--- src/sv/gauss_seidel_heat_relaxation_assert.svh ---
// Assertion macros shared by the heat relaxation RTL.
`ifndef GAUSS_SEIDEL_HEAT_RELAXATION_ASSERT_SVH
`define GAUSS_SEIDEL_HEAT_RELAXATION_ASSERT_SVH

`ifndef ASSERT_OFF

`define GSHR_ASSERT(label, clk, rst, prop) \
  label: assert property (@(posedge clk) disable iff (rst) prop) \
    else $error("gshr assertion failed");

`define GSHR_ASSERT_NEXT(label, clk, rst, pre, post) \
  label: assert property (@(posedge clk) disable iff (rst) (pre) |=> (post)) \
    else $error("gshr assertion failed");

`else

`define GSHR_ASSERT(label, clk, rst, prop)

`define GSHR_ASSERT_NEXT(label, clk, rst, pre, post)

`endif

`endif

--- src/sv/gshr_pkg.sv ---
// Shared types and constants of the heat relaxation block.
`timescale 1ns / 1ps

package gshr_pkg;

  localparam int CELL_W = 24;
  localparam int GS_W   = 6;
  localparam int TOL_W  = 23;

  typedef logic signed [CELL_W-1:0] cell_t;
  typedef logic [1:0] kind_t;

  localparam kind_t KIND_CLEAR = 2'd0;
  localparam kind_t KIND_SWEEP = 2'd1;
  localparam kind_t KIND_READ  = 2'd2;

  localparam logic CFG_GRID_SIZE = 1'b0;
  localparam logic CFG_TOLERANCE = 1'b1;

  localparam logic [GS_W-1:0]  GRID_SIZE_RESET = 6'd20;
  localparam logic [TOL_W-1:0] TOLERANCE_RESET = 23'd1;

  localparam cell_t CELL_MAX = 24'sh7FFFFF;
  localparam cell_t CELL_MIN = 24'sh800000;

  typedef struct packed {
    logic  done;
    cell_t value;
  } edge_res_t;

endpackage

--- src/sv/gshr_edge.sv ---
// Boundary value unit: ((2c-d)/d)^3 in fixed point, one quotient bit per cycle.
`timescale 1ns / 1ps

module gshr_edge #(
  parameter int IW        = 5,
  parameter int FRAC_BITS = 20
) (
  input  logic                clk,
  input  logic                rst,
  input  logic                start,
  input  logic [IW-1:0]       col,
  input  logic [IW-1:0]       dim,
  output gshr_pkg::edge_res_t res
);
  import gshr_pkg::*;

  localparam int DW = 3 * IW;
  localparam int RW = DW + 1;
  localparam int QW = FRAC_BITS + 2;
  localparam int CW = $clog2(FRAC_BITS + 1);
  localparam int XW = (QW > CELL_W + 1) ? QW : CELL_W + 1;

  localparam logic [XW-1:0] POS_LIM = XW'(25'h07FFFFF);
  localparam logic [XW-1:0] NEG_LIM = XW'(25'h0800000);

  localparam logic [2:0] E_IDLE = 3'd0;
  localparam logic [2:0] E_SQ   = 3'd1;
  localparam logic [2:0] E_CUBE = 3'd2;
  localparam logic [2:0] E_INIT = 3'd3;
  localparam logic [2:0] E_DIV  = 3'd4;
  localparam logic [2:0] E_RND  = 3'd5;

  logic [2:0]      state;
  logic [IW-1:0]   mag;
  logic            neg;
  logic [IW-1:0]   dmul;
  logic [2*IW-1:0] sq;
  logic [2*IW-1:0] dsq;
  logic [DW-1:0]   num;
  logic [DW-1:0]   den;
  logic [RW-1:0]   rem;
  logic [QW-1:0]   q;
  logic [CW-1:0]   cnt;
  logic            done;
  cell_t           value;

  logic [IW:0]     twice_c;
  logic [IW:0]     dext;
  logic            ge;
  logic [IW-1:0]   mag_calc;
  logic [RW-1:0]   rem2;
  logic            fits;
  logic [QW-1:0]   qr;
  logic [XW-1:0]   qx;
  cell_t           val_calc;

  always_comb begin
    twice_c  = {col, 1'b0};
    dext     = {1'b0, dim};
    ge       = twice_c >= dext;
    mag_calc = ge ? IW'(twice_c - dext) : IW'(dext - twice_c);
    rem2     = {rem[RW-2:0], 1'b0};
    fits     = rem2 >= {1'b0, den};
    qr       = (q + QW'(1)) >> 1;
    qx       = XW'(qr);
    if (neg) begin
      val_calc = (qx > NEG_LIM) ? CELL_MIN : cell_t'(-qx[CELL_W-1:0]);
    end else begin
      val_calc = (qx > POS_LIM) ? CELL_MAX : cell_t'(qx[CELL_W-1:0]);
    end
  end

  always_ff @(posedge clk) begin
    if (rst) begin
      state <= E_IDLE;
      done  <= 1'b0;
      cnt   <= '0;
    end else begin
      done <= 1'b0;
      unique case (state)
        E_IDLE: begin
          if (start) begin
            mag   <= mag_calc;
            neg   <= !ge;
            dmul  <= dim;
            state <= E_SQ;
          end
        end
        E_SQ: begin
          sq    <= mag * mag;
          dsq   <= dmul * dmul;
          state <= E_CUBE;
        end
        E_CUBE: begin
          num   <= sq * mag;
          den   <= dsq * dmul;
          state <= E_INIT;
        end
        E_INIT: begin
          if (num >= den) begin
            q   <= QW'(1);
            rem <= RW'(num - den);
          end else begin
            q   <= '0;
            rem <= RW'(num);
          end
          cnt   <= '0;
          state <= E_DIV;
        end
        E_DIV: begin
          rem <= fits ? rem2 - {1'b0, den} : rem2;
          q   <= {q[QW-2:0], fits};
          cnt <= cnt + 1'b1;
          if (cnt == CW'(FRAC_BITS)) begin
            state <= E_RND;
          end
        end
        E_RND: begin
          value <= val_calc;
          done  <= 1'b1;
          state <= E_IDLE;
        end
        default: state <= E_IDLE;
      endcase
    end
  end

  always_comb begin
    res.done  = done;
    res.value = value;
  end

endmodule

--- config.mk ---
export PLATFORM = sky130hd
export DESIGN_NAME = gshr_edge
export DESIGN_NICKNAME = d
export VERILOG_FILES = /design/src/sv/gauss_seidel_heat_relaxation_assert.svh /design/src/sv/gshr_pkg.sv /design/src/sv/gshr_edge.sv
export SDC_FILE = /design/constraint.sdc
export NUM_CORES = 1
export LEC_CHECK = 0
export ABC_AREA = 0
export BUFFER_PORTS_ARGS = -buffer_cell sky130_fd_sc_hd__buf_2
export CORE_ASPECT_RATIO = 1.5
export CORE_MARGIN = 2
export CORE_UTILIZATION = 64
export DETAILED_ROUTE_END_ITERATION = 7
export PLACE_DENSITY_LB_ADDON = 0.25
export SLEW_MARGIN = 25
export SYNTH_ARGS = -nofsm -noshare
export SYNTH_HDL_FRONTEND = slang
export SYNTH_SLANG_ARGS = --single-unit
--- constraint.sdc ---
create_clock -name clk -period 5.98 [get_ports clk]
set_input_delay 0.897 -clock clk [delete_from_list [all_inputs] [get_ports clk]]
set_output_delay 0.897 -clock clk [all_outputs]
set_load 0.05 [all_outputs]
==> reports/results.tsv, run 1 <==
metric	value	unit
Vias/cell	5.85	
WL per Instance	15.7	µm
max cap viols	0	
syn_area_per_cell	9.87	µm²
CP required	6.15	ns
final period utilization	0.717	
crit path buf inv count	3	
relative slew slack	0.342	
critical path cell sequence	and2_1 -> fa_1 -> fa_1 -> inv_1 -> fa_1 -> inv_1 -> ha_1 -> inv_1 -> o21bai_1 -> a21oi_1 -> o21ai_0 -> a211oi_1 -> o21bai_1 -> a21oi_1 -> xnor2_1	
worst stage delay on the critical path	0.55	ns
Top delay family on crit path	adder cells	
Worst VDD drop	0.197	mV
final hold slack	0.563	ns
endpoint class of the critical path	flip-flop	
Final Power	3.02	mW
diode count	0	
via count	8010	
Slew @ Worst Pin	0.986	ns
CTS tree	built	
Worst Hold Class	reg2reg	
hold_buf cts	0	
die height	165	µm
# setup viols final	0	
vias in the first global route	8086	
GPL Wtd Cong	0.873	
drt initial violations	400	
share of power burned in the clock network	0.347	
Tot GR Track Use	0.242	
Pre-antenna DRT Iters	5	
port bufs	37	
design internal power	2.04	mW
final wirelength	21500	µm
antenna violations before repair	0	
Crit Path Category	reg2reg	
largest net degree at the start of global routing	38	
Final #Nets	1318	
Net Sw Frac	0.324	
Seq pwr share	0.363	
Final Slew Violations	0	
Final ANT Viol Nets	0	
Core Region	16800	µm²
Switching Power	0.977	mW
Setup TNS	0	ns
Storage cell area	3690	µm²
fin crit period	4.29	ns
total gr overflow	0	
area of the die	18400	µm²
# H-tree levels	4	
Seq/Total Area, Yosys	0.334	
worst skew pair latency	0.43	ns
die width	111	µm
post-synthesis sequential element count	126	
flop-to-flop setup slack	1.69	ns
Inserted Clock Buffers	17	
synthesized area	11100	µm²
Layout fillers	1248	
crit path DAT	4.46	ns
Fin. Hold Viols	0	
fmax	0.233	GHz
status	finished, final reports clean	
post-CTS sizing	0	
clk slew on worst S/H paths	0.06	ns
critical path startpoint category	flip-flop	
Worst Skew	0.0120	ns
slowest stage cell, crit path	edfxtp_1	
residual DRC count	0	
first-pass GRT wire length	36200	µm
CTS Sinks	126	
CTS Buffer Depth	2	
yosys warns	0	
crit-path max FO	15	
Syn Inst Count	1120	
Static Leak	5.14	nW
asr flop ratio synth	0	
Setup Buffers After CTS	0	
area delta synth->final	8.97	%
clock root buffer	clkbuf_16	
row count	58	
Detailed Place HPWL	16400	µm
Yosys cell types	80	
PD cells	251	nW/µm²
Initial Utilization	0.656	
Comb pwr share	0.290	
I/O pins	38	
unrepaired setup endpoints after global routing	false	
Most used DFF post-synth	edfxtp_1	
share of post-route cells with drive strength above 1	0.102	
area taken by multi-input logic gates	6850	µm²
Post-synth EDFFs	117	
[layer usage]
layer  vias up  GRT usage  share of wire
met2       154      0.492           0.57
met3        38     0.0312          0.024
met4         0      0.104          0.033
met1      3836      0.242           0.38
li1       3982          -              -
met5         -          0              0
[logic make-up after synthesis]
| logic type | Yosys count | share of synthesized area |
|---|---|---|
| buf+inv | 144 | 0.0516 |
| fa+ha+maj | 158 | 0.215 |
| mux | 12 | 0.0114 |
| other cells | 1 | 0.000339 |
| compound gates | 219 | 0.131 |
| simple gates | 369 | 0.185 |
| xor+xnor | 91 | 0.0721 |
| flops | 126 | 0.334 |
[Yosys cell counts (26+ instances only)]
cell	number	area [µm²]
nor2b_1	26	163
nor2_1	61	229
xnor2_1	64	561
fa_1	53	1060
a21oi_1	66	330
xor2_1	27	236
and2_1	82	513
ha_1	105	1310
o21ai_0	37	185
nand2_1	71	267
and3_1	33	206
inv_1	103	387
clkbuf_1	28	105
edfxtp_1	117	3510
[flip-flops by register name, summed over array words and instances (netlist names)]
signal / cells
cnt: 5
den: 14
dmul: 4
done: 1
dsq: 8
mag: 5
neg: 1
num: 15
q: 22
rem: 15
sq: 9
state: 3
value: 24
[final cells by class]
type,count,share of cell area
clock inverter,15,0.0139
sequential,126,0.307
multi-input combinational,855,0.569
clock buffer,17,0.0353
inverter,103,0.0321
timing repair buffer,44,0.0214
tap,210,0.0218
[final timing paths]
check	cells after the start	to	start
worst min register to register	1	done	state[0]
worst max-delay path	15	num[13]	mag[3]
worst max register to register	15	num[13]	mag[3]
worst min-delay path	1	done	state[0]
[power groups by stage]
stage               clock network [mW]  registers (mW)  logic (mW)
global route                      1.09            1.10       0.997
detailed placement                   0            1.11       0.867
finish                            1.05            1.10       0.874
global placement                     0            1.11       0.828
floorplan                            0            1.09       0.723
CTS                               1.05            1.10       0.879
[cells in the final DEF, fill, tap and decap left out, drive strengths merged, types with 21 or more instances in the layout]
master and instances:
edfxtp 117, inv 113, ha 105, and2 83
nand2 72, a21oi 66, xnor2 64, nor2 63
fa 53, buf 44, o21ai 42, and3 33
xor2 27, nor2b 26, nand3 25, nor3 21
a211oi 21
[per-stage QoR]
| stage | instances | area (µm²) | setup WS [ns] | util |
|---|---|---|---|---|
| after floorplan | 1125 | 11100 | 1.42 | - |
| after global placement | 1337 | 11400 | 1.83 | 0.678 |
| after detailed placement | 1337 | 11400 | 1.74 | 0.678 |
| after CTS | 1369 | 12000 | 1.72 | 0.714 |
| after global routing | 1370 | 12000 | 1.47 | 0.715 |
| final | 1370 | 12000 | 1.69 | 0.715 |
[worst register-to-register path, delay by kind of cell, from the launching register on]
family	cells	cell delay, ns
flops	1	0.55
fa+ha+maj	4	1.88
compound gates	6	1.12
xor+xnor	1	0.12
simple gates	1	0.23
buf+inv	3	0.14
Note: power is estimated with default switching activity, not from simulation.
==> run 2, diff against run 1 <==
clock period = 4.2 ns   (was 5.98 ns; I/O delays follow)
==> run 2 against run 1 <==
Worst hold slack got worse by 0.16 ns. Clock skew barely moved. Routed wire length rose by 1.9%. Global-route usage rose by 0.48 points. Total power rose by 44%. Setup slack got worse by 1.5 ns. Sequential cell count did not move. Utilization rose by 0.85 points. Non-clock buffer count rose by 15. Via count rose by 1.4%. Maximum frequency rose by 6.1%. Highest routed layer unchanged.
==> reports/results.tsv, run 2 (synthesis gave the netlist of run 1 again) <==
metric	value	unit	change
crit path DAT	4.22	ns	was 4.46 ns
Final Slew Violations	0		unchanged
total gr overflow	0		unchanged
max cap viols	0		unchanged
clk slew on worst S/H paths	0.06	ns	about the same
area of the die	18400	µm²	unchanged
clock root buffer	clkbuf_16		unchanged
PD cells	357	nW/µm²	was 251 nW/µm²
Final Util	0.724		was 0.715
antenna violations before repair	0		unchanged
slowest stage cell, crit path	fa_1		was edfxtp_1
fin crit period	4.04	ns	was 4.29 ns
I/O pins	38		unchanged
commonest non-fill, non-tap cell in the layout	edfxtp_1		unchanged
residual DRC count	0		unchanged
row count	58		unchanged
Fin. Hold Viols	0		unchanged
Vias/cell	5.86		was 5.85
crit-path max FO	12		was 15
Tot GR Track Use	0.246		was 0.242
critical path cell sequence	buf_4 -> and2_1 -> fa_1 -> fa_1 -> inv_1 -> fa_1 -> inv_1 -> ha_1 -> a21oi_1 -> o21ai_2 -> a211oi_1 -> o21bai_1 -> a21oi_2 -> xnor2_1		was and2_1 -> fa_1 -> fa_1 -> inv_1 -> fa_1 -> inv_1 -> ha_1 -> inv_1 -> o21bai_1 -> a21oi_1 -> o21ai_0 -> a211oi_1 -> o21bai_1 -> a21oi_1 -> xnor2_1
Detailed Place HPWL	16500	µm	was 16400 µm
final period utilization	0.962		was 0.717
Core Region	16800	µm²	unchanged
largest register by flop count	value		unchanged
CTS Buffer Depth	2		unchanged
flip-flop count of the largest register after layout	24		unchanged
Pre-antenna DRT Iters	4		was 5
Placed Instances	1349		was 1337
biggest regs	value (24), q (22)		unchanged
share of post-route cells with drive strength above 1	0.117		was 0.102
die height	165	µm	unchanged
relative slew slack	0.358		was 0.342
CP required	4.38	ns	was 6.15 ns
R2R depth	14		was 15
vias in the first global route	8233		was 8086
flop-to-flop setup slack	0.16	ns	was 1.69 ns
Worst VDD drop	0.250	mV	was 0.197 mV
r2r endpoint	num[13]		unchanged
endpoint class of the critical path	flip-flop		unchanged
port bufs	37		unchanged
worst stage delay on the critical path	0.54	ns	was 0.55 ns
RR Startpoint	mag[3]		unchanged
HP Start	dim[4]		was state[0]
largest net degree at the start of global routing	38		unchanged
via count	8122		was 8010
GPL Wtd Cong	0.882		was 0.873
die width	111	µm	unchanged
Setup TNS	0	ns	unchanged
Hold Path Cell Cnt	1		unchanged
first-pass GRT wire length	37000	µm	was 36200 µm
Crit Path Category	reg2reg		unchanged
WL per Instance	15.9	µm	was 15.7 µm
hold endpoint	dmul[4]		was done
Static Leak	5.21	nW	was 5.14 nW
Slew @ Worst Pin	0.963	ns	was 0.986 ns
# H-tree levels	4		unchanged
Worst Skew	0.0119	ns	was 0.0120 ns
Inserted Clock Buffers	17		unchanged
Most common cell on crit path	fa_1		
Non-Filler Instances	1385		was 1370
critical path startpoint category	flip-flop		unchanged
most frequent cells in the layout	edfxtp_1 (117), ha_1 (105), inv_1 (103)		unchanged
Final #Nets	1333		was 1318
CTS Sinks	126		unchanged
worst skew pair latency	0.43	ns	about the same
# setup viols final	0		unchanged
CTS tree	built		unchanged
final wirelength	22000	µm	was 21500 µm
status	finished, final reports clean		unchanged
Worst Hold Class	in2reg		was reg2reg
drt initial violations	361		was 400
Final ANT Viol Nets	0		unchanged
area delta synth->final	10.3	%	was 8.97%
fmax	0.247	GHz	was 0.233 GHz
Initial Utilization	0.656		unchanged
diode count	0		unchanged
[run 2: changes by cell type in the layout (fill, tap and decap cells not counted), sizes merged]
| cell | before | now |
|---|---|---|
| buf | 44 | 59 |
| clkinv | 2 | 0 |
| clkinvlp | 2 | 3 |
| inv | 113 | 114 |
[run 2: how the worst max path moves through the flow]
| stage | startpoint | to | slack [ns] | cells after the start |
|---|---|---|---|---|
| floorplan | dmul[3] | den[13] | 0.22 | 16 |
| global placement | sq[2] | num[13] | 0.23 | 15 |
| detailed placement | dmul[3] | den[13] | 0.13 | 15 |
| CTS | sq[0] | den[13] | 0.03 | 15 |
| global route | mag[3] | num[13] | -0.01 | 14 |
| finish | mag[3] | num[13] | 0.16 | 14 |
[run 2: repair_timing]
item                                    4_1_cts  5_1_grt
hold buffers                                  0        0
gates resized for setup                       0        8
endpoints found under the setup margin        0        5
setup buffers                                 0        3
[run 2: worst max-delay path: cells and delay by family (launching register included)]
family	cells	cell delay [ns]
flip-flops	1	0.43
XOR/XNOR	1	0.07
buffers and inverters	3	0.31
AO/OA/AOI/OAI	5	0.93
AND/OR/NAND/NOR	1	0.15
adder cells (fa/ha/maj)	4	1.89
[run 2: where the power goes]
part	switching (mW)	internal [mW]	total [mW]
logic	0.731	0.585	1.32
registers	0.0523	1.49	1.55
clock network	0.640	0.846	1.49
total	1.42	2.92	4.35
[run 2: through the flow]
step / cell area (µm²) / total power [mW] / setup slack [ns] / hold WS, ns
floorplan: 11100 / 2.58 / 0.220 / 0.505
global placement: 11500 / 2.78 / 0.233 / 0.531
detailed placement: 11500 / 2.83 / 0.133 / 0.552
CTS: 12100 / 4.33 / 0.0327 / 0.393
global route: 12200 / 4.59 / -0.0139 / 0.396
finish: 12200 / 4.35 / 0.158 / 0.402
[run 2: area by class of cell]
class | count | area (µm²)
fill | 1199 | 4650
inverter | 103 | 387
tap | 210 | 263
timing repair buffer | 59 | 370
clock buffer | 17 | 425
sequential | 126 | 3690
multi-input combinational | 855 | 6880
clock inverter | 15 | 164
[run 2: routing by layer]
layer,up-vias,GRT usage,part of all wire
met5,-,0,0
li1,4028,-,-
met2,121,0.480,0.56
met3,40,0.0356,0.021
met4,0,0.133,0.042
met1,3933,0.252,0.38
